===== config.mk =====
export PLATFORM = sky130hd
export DESIGN_NAME = line_edit_receiver
export DESIGN_NICKNAME = d
export VERILOG_FILES = /design/src/rtl/ler_pkg.sv /design/src/rtl/line_edit_receiver.sv /design/src/rtl/ler_front.sv /design/src/rtl/ler_queue.sv /design/src/rtl/ler_back.sv
export SDC_FILE = /design/constraint.sdc
export NUM_CORES = 1
export LEC_CHECK = 0
export ABC_AREA = 0
export ABC_CLOCK_PERIOD_IN_PS = 3100
export BUFFER_PORTS_ARGS = -buffer_cell sky130_fd_sc_hd__buf_2
export CAP_MARGIN = 20
export CORE_ASPECT_RATIO = 0.8
export CORE_MARGIN = 4
export CORE_UTILIZATION = 54
export DETAILED_ROUTE_END_ITERATION = 8
export PLACE_DENSITY = 0.87
export SLEW_MARGIN = 20
export SYNTH_ARGS = -nofsm -noshare
export SYNTH_HDL_FRONTEND = slang
export SYNTH_SLANG_ARGS = --single-unit

===== constraint.sdc =====
create_clock -name clock -period 3.1 [get_ports clock]
set_input_delay 0.155 -clock clock [delete_from_list [all_inputs] [get_ports clock]]
set_output_delay 0.155 -clock clock [all_outputs]
set_load 0.02 [all_outputs]

===== src/rtl/ler_pkg.sv =====
`default_nettype none

package ler_pkg;

   // field widths
   localparam int BYTE_W   = 8;
   localparam int POS_W    = 9;
   localparam int INDEX_W  = 8;
   localparam int KIND_W   = 2;
   localparam int CSR_IDX_W = 1;
   localparam int CSR_DATA_W = 9;
   localparam int RSP_DATA_W = 32;

   localparam int MAX_LINE = 256;

   // command queue between front and back
   localparam int QUEUE_DEPTH = 4;
   localparam int QUEUE_PTR_W = $clog2(QUEUE_DEPTH);
   localparam int QUEUE_CNT_W = $clog2(QUEUE_DEPTH + 1);

   // characters
   localparam logic [BYTE_W-1:0] CH_EOT   = 8'h04;
   localparam logic [BYTE_W-1:0] CH_BS    = 8'h08;
   localparam logic [BYTE_W-1:0] CH_LF    = 8'h0A;
   localparam logic [BYTE_W-1:0] CH_CR    = 8'h0D;
   localparam logic [BYTE_W-1:0] CH_SPACE = 8'h20;

   // register indexes
   localparam logic [CSR_IDX_W-1:0] CSR_LINE_LIMIT = 1'b0;
   localparam logic [CSR_IDX_W-1:0] CSR_DESCRIPTOR = 1'b1;

   localparam logic [POS_W-1:0] LIMIT_RESET = POS_W'(MAX_LINE);

   typedef enum logic [KIND_W-1:0] {
      KIND_ECHO  = 2'd0,
      KIND_WRITE = 2'd1,
      KIND_DONE  = 2'd2,
      KIND_ERROR = 2'd3
   } kind_type;

   typedef enum logic [2:0] {
      OP_ERROR,
      OP_EOT,
      OP_BS,
      OP_CR,
      OP_CHAR_MORE,
      OP_CHAR_END
   } op_type;

   typedef struct packed {
      op_type              op;
      logic [BYTE_W-1:0]   data;
      logic [INDEX_W-1:0]  index;
      logic [POS_W-1:0]    length;
   } cmd_type;

   typedef struct packed {
      kind_type            kind;
      logic [BYTE_W-1:0]   data;
      logic [INDEX_W-1:0]  index;
      logic [POS_W-1:0]    length;
      logic                last;
   } rsp_type;

endpackage

`default_nettype wire


===== src/rtl/line_edit_receiver.sv =====
`default_nettype none
// channel   direction  handshake             payload
// req       in         req_tvalid/tready     tdata[7:0] rx_byte
// rsp       out        rsp_tvalid/tready     tdata data_byte,write_index,line_length;
//                                            tuser kind; tlast last
// csr       in         csr_we                csr_index, csr_wdata
//
// a byte is taken whenever the four-entry command queue has room
// the back end emits one result per cycle unless rsp stalls, so a byte yields 1 to 4
// results; the single output register sets that rate
// a backspace at line start is dropped in the front
// reset (synchronous) clears fill position, queue and output; limit 256, descriptor 0
// a stall on rsp fills the queue, then req_tready drops

module line_edit_receiver (
   input  wire logic                             clock,
   input  wire logic                             reset,
   // input items
   input  wire logic                             req_tvalid,
   output logic                                  req_tready,
   input  wire logic [7:0]                       req_tdata,   // rx_byte[7:0]
   // result items
   output logic                                  rsp_tvalid,
   input  wire logic                             rsp_tready,
   output logic [ler_pkg::RSP_DATA_W-1:0]        rsp_tdata,   // data_byte[7:0],
                                                              // write_index[15:8],
                                                              // line_length[24:16], zeros
   output logic [ler_pkg::KIND_W-1:0]            rsp_tuser,   // kind[1:0]
   output logic                                  rsp_tlast,   // last result of the item
   // configuration writes
   input  wire logic                             csr_we,
   input  wire logic [ler_pkg::CSR_IDX_W-1:0]    csr_index,
   input  wire logic [ler_pkg::CSR_DATA_W-1:0]   csr_wdata
);
   import ler_pkg::*;

   // configuration registers
   logic [POS_W-1:0]  limit_ff, limit_in;
   logic [BYTE_W-1:0] desc_ff, desc_in;

   always_comb begin
      limit_in = limit_ff;
      desc_in  = desc_ff;
      if (csr_we) begin
         unique case (csr_index)
            CSR_LINE_LIMIT: limit_in = csr_wdata;
            CSR_DESCRIPTOR: desc_in  = csr_wdata[BYTE_W-1:0];
            default: ;
         endcase
      end
   end

   always_ff @(posedge clock) begin
      if (reset) begin
         limit_ff <= LIMIT_RESET;
         desc_ff  <= '0;
      end else begin
         limit_ff <= limit_in;
         desc_ff  <= desc_in;
      end
   end

   // front: classify bytes, track fill position
   logic    push, queue_full, pop, head_valid;
   cmd_type push_cmd, head_cmd;
   rsp_type out_rsp;

   ler_front u_front (
      .clock      (clock),
      .reset      (reset),
      .in_valid   (req_tvalid),
      .in_ready   (req_tready),
      .in_byte    (req_tdata),
      .line_limit (limit_ff),
      .descriptor (desc_ff),
      .push       (push),
      .push_cmd   (push_cmd),
      .queue_full (queue_full)
   );

   // short command queue decouples the two halves
   ler_queue u_queue (
      .clock      (clock),
      .reset      (reset),
      .push       (push),
      .push_cmd   (push_cmd),
      .full       (queue_full),
      .pop        (pop),
      .head_valid (head_valid),
      .head_cmd   (head_cmd)
   );

   // back: expand each command into its results
   ler_back u_back (
      .clock      (clock),
      .reset      (reset),
      .head_valid (head_valid),
      .head_cmd   (head_cmd),
      .pop        (pop),
      .out_valid  (rsp_tvalid),
      .out_ready  (rsp_tready),
      .out_rsp    (out_rsp)
   );

   // pack result fields, lowest first
   assign rsp_tdata = {(RSP_DATA_W - BYTE_W - INDEX_W - POS_W)'(0),
                       out_rsp.length, out_rsp.index, out_rsp.data};
   assign rsp_tuser = out_rsp.kind;
   assign rsp_tlast = out_rsp.last;

endmodule

`default_nettype wire


===== src/rtl/ler_front.sv =====
`default_nettype none

module ler_front (
   input  wire logic                         clock,
   input  wire logic                         reset,
   input  wire logic                         in_valid,
   output logic                              in_ready,
   input  wire logic [ler_pkg::BYTE_W-1:0]   in_byte,
   input  wire logic [ler_pkg::POS_W-1:0]    line_limit,
   input  wire logic [ler_pkg::BYTE_W-1:0]   descriptor,
   output logic                              push,
   output ler_pkg::cmd_type                  push_cmd,
   input  wire logic                         queue_full
);
   import ler_pkg::*;

   logic [POS_W-1:0] fill_ff, fill_in;
   logic [POS_W-1:0] eff_limit;
   logic [POS_W-1:0] pos_next;
   logic             accept;

   assign in_ready = !queue_full;
   assign accept   = in_valid && !queue_full;
   assign pos_next = fill_ff + POS_W'(1);

   always_comb begin
      if (line_limit == '0) begin
         eff_limit = POS_W'(1);
      end else if (line_limit > POS_W'(MAX_LINE)) begin
         eff_limit = POS_W'(MAX_LINE);
      end else begin
         eff_limit = line_limit;
      end
   end

   // classify the byte and work out the new fill position
   always_comb begin
      push_cmd.op     = OP_ERROR;
      push_cmd.data   = in_byte;
      push_cmd.index  = fill_ff[INDEX_W-1:0];
      push_cmd.length = pos_next;
      fill_in         = fill_ff;
      push            = accept;
      priority if (descriptor != '0) begin
         push_cmd.op = OP_ERROR;
      end else if (in_byte == CH_EOT) begin
         push_cmd.op = OP_EOT;
         if (accept) fill_in = '0;
      end else if (in_byte == CH_BS) begin
         push_cmd.op    = OP_BS;
         push_cmd.index = INDEX_W'(fill_ff - POS_W'(1));
         if (fill_ff == '0) begin
            push = 1'b0;
         end else if (accept) begin
            fill_in = fill_ff - POS_W'(1);
         end
      end else if (in_byte == CH_CR) begin
         push_cmd.op = OP_CR;
         if (accept) fill_in = '0;
      end else if (pos_next >= eff_limit) begin
         push_cmd.op = OP_CHAR_END;
         if (accept) fill_in = '0;
      end else begin
         push_cmd.op = OP_CHAR_MORE;
         if (accept) fill_in = pos_next;
      end
   end

   always_ff @(posedge clock) begin
      if (reset) begin
         fill_ff <= '0;
      end else begin
         fill_ff <= fill_in;
      end
   end

endmodule

`default_nettype wire


===== src/rtl/ler_queue.sv =====
`default_nettype none

module ler_queue (
   input  wire logic              clock,
   input  wire logic              reset,
   input  wire logic              push,
   input  wire ler_pkg::cmd_type  push_cmd,
   output logic                   full,
   input  wire logic              pop,
   output logic                   head_valid,
   output ler_pkg::cmd_type       head_cmd
);
   import ler_pkg::*;

   cmd_type                slot_ff [QUEUE_DEPTH];
   logic [QUEUE_PTR_W-1:0] wr_ptr_ff, wr_ptr_in;
   logic [QUEUE_PTR_W-1:0] rd_ptr_ff, rd_ptr_in;
   logic [QUEUE_CNT_W-1:0] count_ff, count_in;
   logic                   do_push, do_pop;

   assign full       = (count_ff == QUEUE_CNT_W'(QUEUE_DEPTH));
   assign head_valid = (count_ff != '0);
   assign head_cmd   = slot_ff[rd_ptr_ff];
   assign do_push    = push && !full;
   assign do_pop     = pop && head_valid;

   always_comb begin
      wr_ptr_in = do_push ? wr_ptr_ff + QUEUE_PTR_W'(1) : wr_ptr_ff;
      rd_ptr_in = do_pop  ? rd_ptr_ff + QUEUE_PTR_W'(1) : rd_ptr_ff;
      count_in  = count_ff;
      if (do_push && !do_pop) count_in = count_ff + QUEUE_CNT_W'(1);
      if (do_pop && !do_push) count_in = count_ff - QUEUE_CNT_W'(1);
   end

   always_ff @(posedge clock) begin
      if (do_push) slot_ff[wr_ptr_ff] <= push_cmd;
   end

   always_ff @(posedge clock) begin
      if (reset) begin
         wr_ptr_ff <= '0;
         rd_ptr_ff <= '0;
         count_ff  <= '0;
      end else begin
         wr_ptr_ff <= wr_ptr_in;
         rd_ptr_ff <= rd_ptr_in;
         count_ff  <= count_in;
      end
   end

endmodule

`default_nettype wire


===== src/rtl/ler_back.sv =====
`default_nettype none

module ler_back (
   input  wire logic             clock,
   input  wire logic             reset,
   input  wire logic             head_valid,
   input  wire ler_pkg::cmd_type head_cmd,
   output logic                  pop,
   output logic                  out_valid,
   input  wire logic             out_ready,
   output ler_pkg::rsp_type      out_rsp
);
   import ler_pkg::*;

   logic [1:0] step_ff, step_in;
   logic       valid_ff, valid_in;
   rsp_type    rsp_ff, rsp_in;
   rsp_type    cur;
   logic       load;

   // one result of the head command at the current step
   always_comb begin
      cur.kind   = KIND_ECHO;
      cur.data   = '0;
      cur.index  = '0;
      cur.length = '0;
      cur.last   = 1'b0;
      unique case (head_cmd.op)
         OP_ERROR: begin
            cur.kind = KIND_ERROR;
            cur.last = 1'b1;
         end
         OP_EOT: begin
            cur.kind = KIND_DONE;
            cur.last = 1'b1;
         end
         OP_BS: begin
            unique case (step_ff)
               2'd0: begin
                  cur.kind  = KIND_WRITE;
                  cur.data  = CH_SPACE;
                  cur.index = head_cmd.index;
               end
               2'd1: cur.data = CH_BS;
               2'd2: cur.data = CH_SPACE;
               default: begin
                  cur.data = CH_BS;
                  cur.last = 1'b1;
               end
            endcase
         end
         OP_CR: begin
            unique case (step_ff)
               2'd0: begin
                  cur.kind  = KIND_WRITE;
                  cur.data  = CH_LF;
                  cur.index = head_cmd.index;
               end
               2'd1: cur.data = CH_CR;
               2'd2: cur.data = CH_LF;
               default: begin
                  cur.kind   = KIND_DONE;
                  cur.length = head_cmd.length;
                  cur.last   = 1'b1;
               end
            endcase
         end
         OP_CHAR_MORE: begin
            if (step_ff == 2'd0) begin
               cur.kind  = KIND_WRITE;
               cur.data  = head_cmd.data;
               cur.index = head_cmd.index;
            end else begin
               cur.data = head_cmd.data;
               cur.last = 1'b1;
            end
         end
         OP_CHAR_END: begin
            unique case (step_ff)
               2'd0: begin
                  cur.kind  = KIND_WRITE;
                  cur.data  = head_cmd.data;
                  cur.index = head_cmd.index;
               end
               2'd1: cur.data = head_cmd.data;
               default: begin
                  cur.kind   = KIND_DONE;
                  cur.length = head_cmd.length;
                  cur.last   = 1'b1;
               end
            endcase
         end
         default: begin
            cur.kind = KIND_ERROR;
            cur.last = 1'b1;
         end
      endcase
   end

   assign load = !valid_ff || out_ready;
   assign pop  = load && head_valid && cur.last;

   always_comb begin
      step_in  = step_ff;
      valid_in = valid_ff;
      rsp_in   = rsp_ff;
      if (load) begin
         valid_in = head_valid;
         if (head_valid) begin
            rsp_in  = cur;
            step_in = cur.last ? 2'd0 : step_ff + 2'd1;
         end
      end
   end

   always_ff @(posedge clock) begin
      if (reset) begin
         step_ff  <= '0;
         valid_ff <= 1'b0;
      end else begin
         step_ff  <= step_in;
         valid_ff <= valid_in;
      end
      rsp_ff <= rsp_in;
   end

   assign out_valid = valid_ff;
   assign out_rsp   = rsp_ff;

endmodule

`default_nettype wire


==> impl_metrics.csv <==
group,metric,value,unit
worst_setup_path,crit_chain,"dlygate4sd3_1 -> buf_2 -> or4_4 -> or4_4 -> nor2_4 -> a21oi_2 -> inv_2 -> ha_2 -> inv_1 -> fa_1 -> xor2_1 -> or3_1 -> a21oi_1",
clocking,root_buffer,"clkbuf_16",
synth,synth_edf_count,140,
synth,synthFlopType,"edfxtp_1",
worst_setup_path,cp_slowest_cell,"dlygate4sd3_1",
place,place_congestion,0.909,
power,p_sw,2.29,mW
clocking,clock_path_buffers,2,
synth,synth_fa_ha_area_share,3.77,%
place,dp.cells,803,
global_routing,grt_pass1_vias,4892,
synth,synthCells,558,
synth,synth-compound-area-share,6.97,%
synth,seq_area_frac_synth,63.4,%
route,vias,4913,
cells_and_area,final_common_cell,"edfxtp_1",
cells_and_area,area_growth,17.1,%
worst_setup_path,crit_family,"simple AND/OR/NAND/NOR gates",
cells_and_area,nNetsFinal,701,
sta,tightest_slew,850,ps
route,routed_wirelength,16100,microns
cells_and_area,antenna_cells,0,
cells_and_area,drive_above_1_share,26.6,%
global_routing,grt_pass1_wl,25700,microns
worst_setup_path,critical_path_buf_inv_count,4,
route,drcViolationCount,0,
synth,muxShareOfSynthArea,8.19,%
route,first_iter_violations,377,
floorplanning,start_util,54.9,%
sta,relSlewSlack,43.2,%
clocking,h-tree-depth,4,
power,ir_drop,0.694,mV
worst_setup_path,cp_max_fo,5,
sta,period_share,96.0,%
floorplanning,die_x,143,microns
worst_setup_path,startpoint_type,"input port",
floorplanning,io-pin-count,60,
sta,drv_slew,0,
synth,synth_area_per_cell,14.0,sq um
power,p_comb_share,27.7,%
worst_setup_path,cp-end-kind,"register",
route,vias_per_cell,5.77,
place,io_buffers,52,
power,p_leak,3.38,nW
clocking,cts_made_buffers,17,
synth,synthSimpleGateAreaFrac,11.7,%
sta,grt_setup_unrepaired,"false",
worst_setup_path,cpMostUsedCell,"or4_4",
worst_setup_path,path_class,"input port to register",
sta,period_minus_slack,2980,ps
clocking,path_clk_slew,60,ps
clocking,numClockSinks,178,
global_routing,grt_max_degree,32,
power,power_switching_share,31.6,%
power,clock_power_share,26.9,%
synth,ys_types,64,
synth,synth_top_family_by_area,"simple AND/OR/NAND/NOR gates",
route,wl_per_cell,18.9,microns
floorplanning,core.rowCount,39,
synth,async_flop_share,0,%
place,hpwl,11200,microns
global_routing,antenna_found_initial,0,
worst_hold_path,hold_path.class,"input port to register",
cells_and_area,final_cell_mix,"140 x edfxtp_1, 56 x nand2_1, 52 x buf_2",
floorplanning,core_area,14200,sq um
sta,fin_ws,123,ps
synth,synthXorXnorAreaFrac,2.69,%
cells_and_area,utilization,64.3,%
sta,hold_violations,0,
worst_setup_path,crit_arrival,3330,ps
route,drt_pass1_iterations,5,
sta,setup_viol_count_final,0,
cells_and_area,post_layout_nonfiller_instances,852,
route,antenna_left,0,
sta,fmax,0.336,GHz
clocking,clk_latency,430,ps
power,power,7.25,mW
place,pre_cts_slack,42.9,ps
worst_setup_path,crit_required,3450,ps
sta,finalClockSkew,14.6,ps
synth,yosys_warnings,0,
synth,synth_seq_cells,178,
power,p_per_area,791,nW/um^2
global_routing,grt.total_usage,20.7,%
global_routing,overflow,0,
synth,netlist_area,7830,sq um
run_status,status,"complete, no violations",
job,maxCapViolCount,0,
power,p_int,4.96,mW
sta,setup_tns,0,ps
floorplanning,die_y,116,microns
power,p_seq_share,45.5,%
floorplanning,die_area,16500,sq um
worst_setup_path,critPathMaxStageDelay,540,ps
clocking,cts_tree,"yes",
==> power groups by stage <==
| stage | clock (mW) | combinational [mW] | sequential [mW] |
|---|---|---|---|
| 6_report | 1.95 | 2.01 | 3.29 |
| 5_1_grt | 2.09 | 2.17 | 3.33 |
| 4_1_cts | 1.98 | 2.01 | 3.30 |
| 3_5_place_dp | 0 | 1.97 | 3.35 |
| 3_3_place_gp | 0 | 1.91 | 3.32 |
| 2_1_floorplan | 0 | 1.09 | 3.57 |
==> worst paths after layout <==
path / slack (ps) / end / depth (start not counted) / start
hold reg to reg: 460 / desc_ff[5] / 2 / desc_ff[5]
hold / removal: 70 / u_queue.slot_ff[1][18] / 1 / req_tdata[1]
setup reg to reg: 130 / u_queue.count_ff[2] / 10 / register
setup / recovery: 120 / u_queue.count_ff[2] / 13 / req_tdata[6]
==> worst reg2reg max path, stage by stage, from the launching register on <==
cell and delay, ps:
dfxtp_2 410, mux4_2 540, nand2b_1 200, o22a_1 270, and2_1 210, ha_2 200
inv_1 50, fa_1 380, xor2_1 170, or3_1 310, a21oi_1 150
==> synthesized netlist by cell type, drive strengths merged, types with 2 or more instances <==
| cell type | instances | area, sq um |
|---|---|---|
| a2111oi | 2 | 23.8 |
| a211oi | 3 | 22.5 |
| a21o | 3 | 22.5 |
| a21oi | 32 | 179 |
| a31oi | 5 | 31.3 |
| a32o | 4 | 40.0 |
| and2 | 6 | 38.8 |
| and3 | 20 | 125 |
| buf | 16 | 100 |
| clkbuf | 15 | 76.3 |
| dfxtp | 38 | 761 |
| edfxtp | 140 | 4200 |
| ha | 22 | 275 |
| inv | 19 | 71.3 |
| mux4 | 28 | 631 |
| nand2 | 56 | 210 |
| nand2b | 6 | 37.5 |
| nand3 | 17 | 85.1 |
| nand4 | 6 | 37.5 |
| nor2 | 30 | 120 |
| nor2b | 6 | 37.5 |
| nor3 | 6 | 35.0 |
| nor4 | 7 | 73.8 |
| o21ai | 11 | 55.1 |
| o22a | 2 | 18.8 |
| o2bb2ai | 5 | 43.8 |
| o31ai | 3 | 22.5 |
| or2 | 2 | 12.5 |
| or3 | 2 | 12.5 |
| or4 | 2 | 22.5 |
| xnor2 | 14 | 123 |
| xor2 | 10 | 87.6 |
==> cell type report <==
cell class | count | area, sq um
clock buffers | 19 | 443
inverters | 20 | 75.1
clock inverters | 13 | 104
well taps | 184 | 230
fillers | 997 | 5090
multi-input cells | 335 | 2650
repair buffers | 103 | 691
flip-flops and latches | 178 | 4970
==> layer usage <==
| layer | routed length, microns | vias to the layer above | GRT usage [%] |
|---|---|---|---|
| li1 | - | 2280 | - |
| met1 | 6860 | 2388 | 28.1 |
| met2 | 7720 | 224 | 32.8 |
| met3 | 1290 | 21 | 5.73 |
| met4 | 217 | 0 | 6.90 |
| met5 | 0 | - | 0 |
==> kinds of logic (layout without fill, tap and decap cells) <==
| logic type | count (synthesis) | count (layout) |
|---|---|---|
| xor gates and xnor gates | 24 | 24 |
| muxes | 29 | 29 |
| DFF | 178 | 178 |
| buffers and inverters | 51 | 155 |
| AOI/OAI and AO/OA | 79 | 79 |
| other | 1 | 7 |
| and+or+nand+nor | 173 | 173 |
| adders and majority gates | 23 | 23 |
==> what timing repair did <==
item / in CTS / in global routing
setup endpoints to repair: 0 / 12
setup buffers: 0 / 3
endpoints found under the hold margin: 32 / 0
hold buffers: 14 / 0
gates resized for setup: 0 / 8
==> per-stage QoR <==
| stage | cell area [sq um] | hold slack, ps |
|---|---|---|
| after floorplan | 7850 | 254 |
| after detailed placement | 8430 | 394 |
| after CTS | 9120 | 48.1 |
| after global placement | 8430 | 379 |
| after global routing | 9160 | 68.5 |
| final | 9160 | 68.1 |
==> registers in the layout, summed over array words and instances, names as in the netlist, named ones only <==
signal and flops:
u_queue.slot_ff 112, u_back.out_rsp 28, limit_ff 9, u_front.fill_ff 9
desc_ff 8, u_queue.count_ff 3, u_back.step_ff 2, u_queue.rd_ptr_ff 2
u_queue.wr_ptr_ff 2, u_back.out_valid 1
No activity file was read; power rests on OpenSTA's default activity.
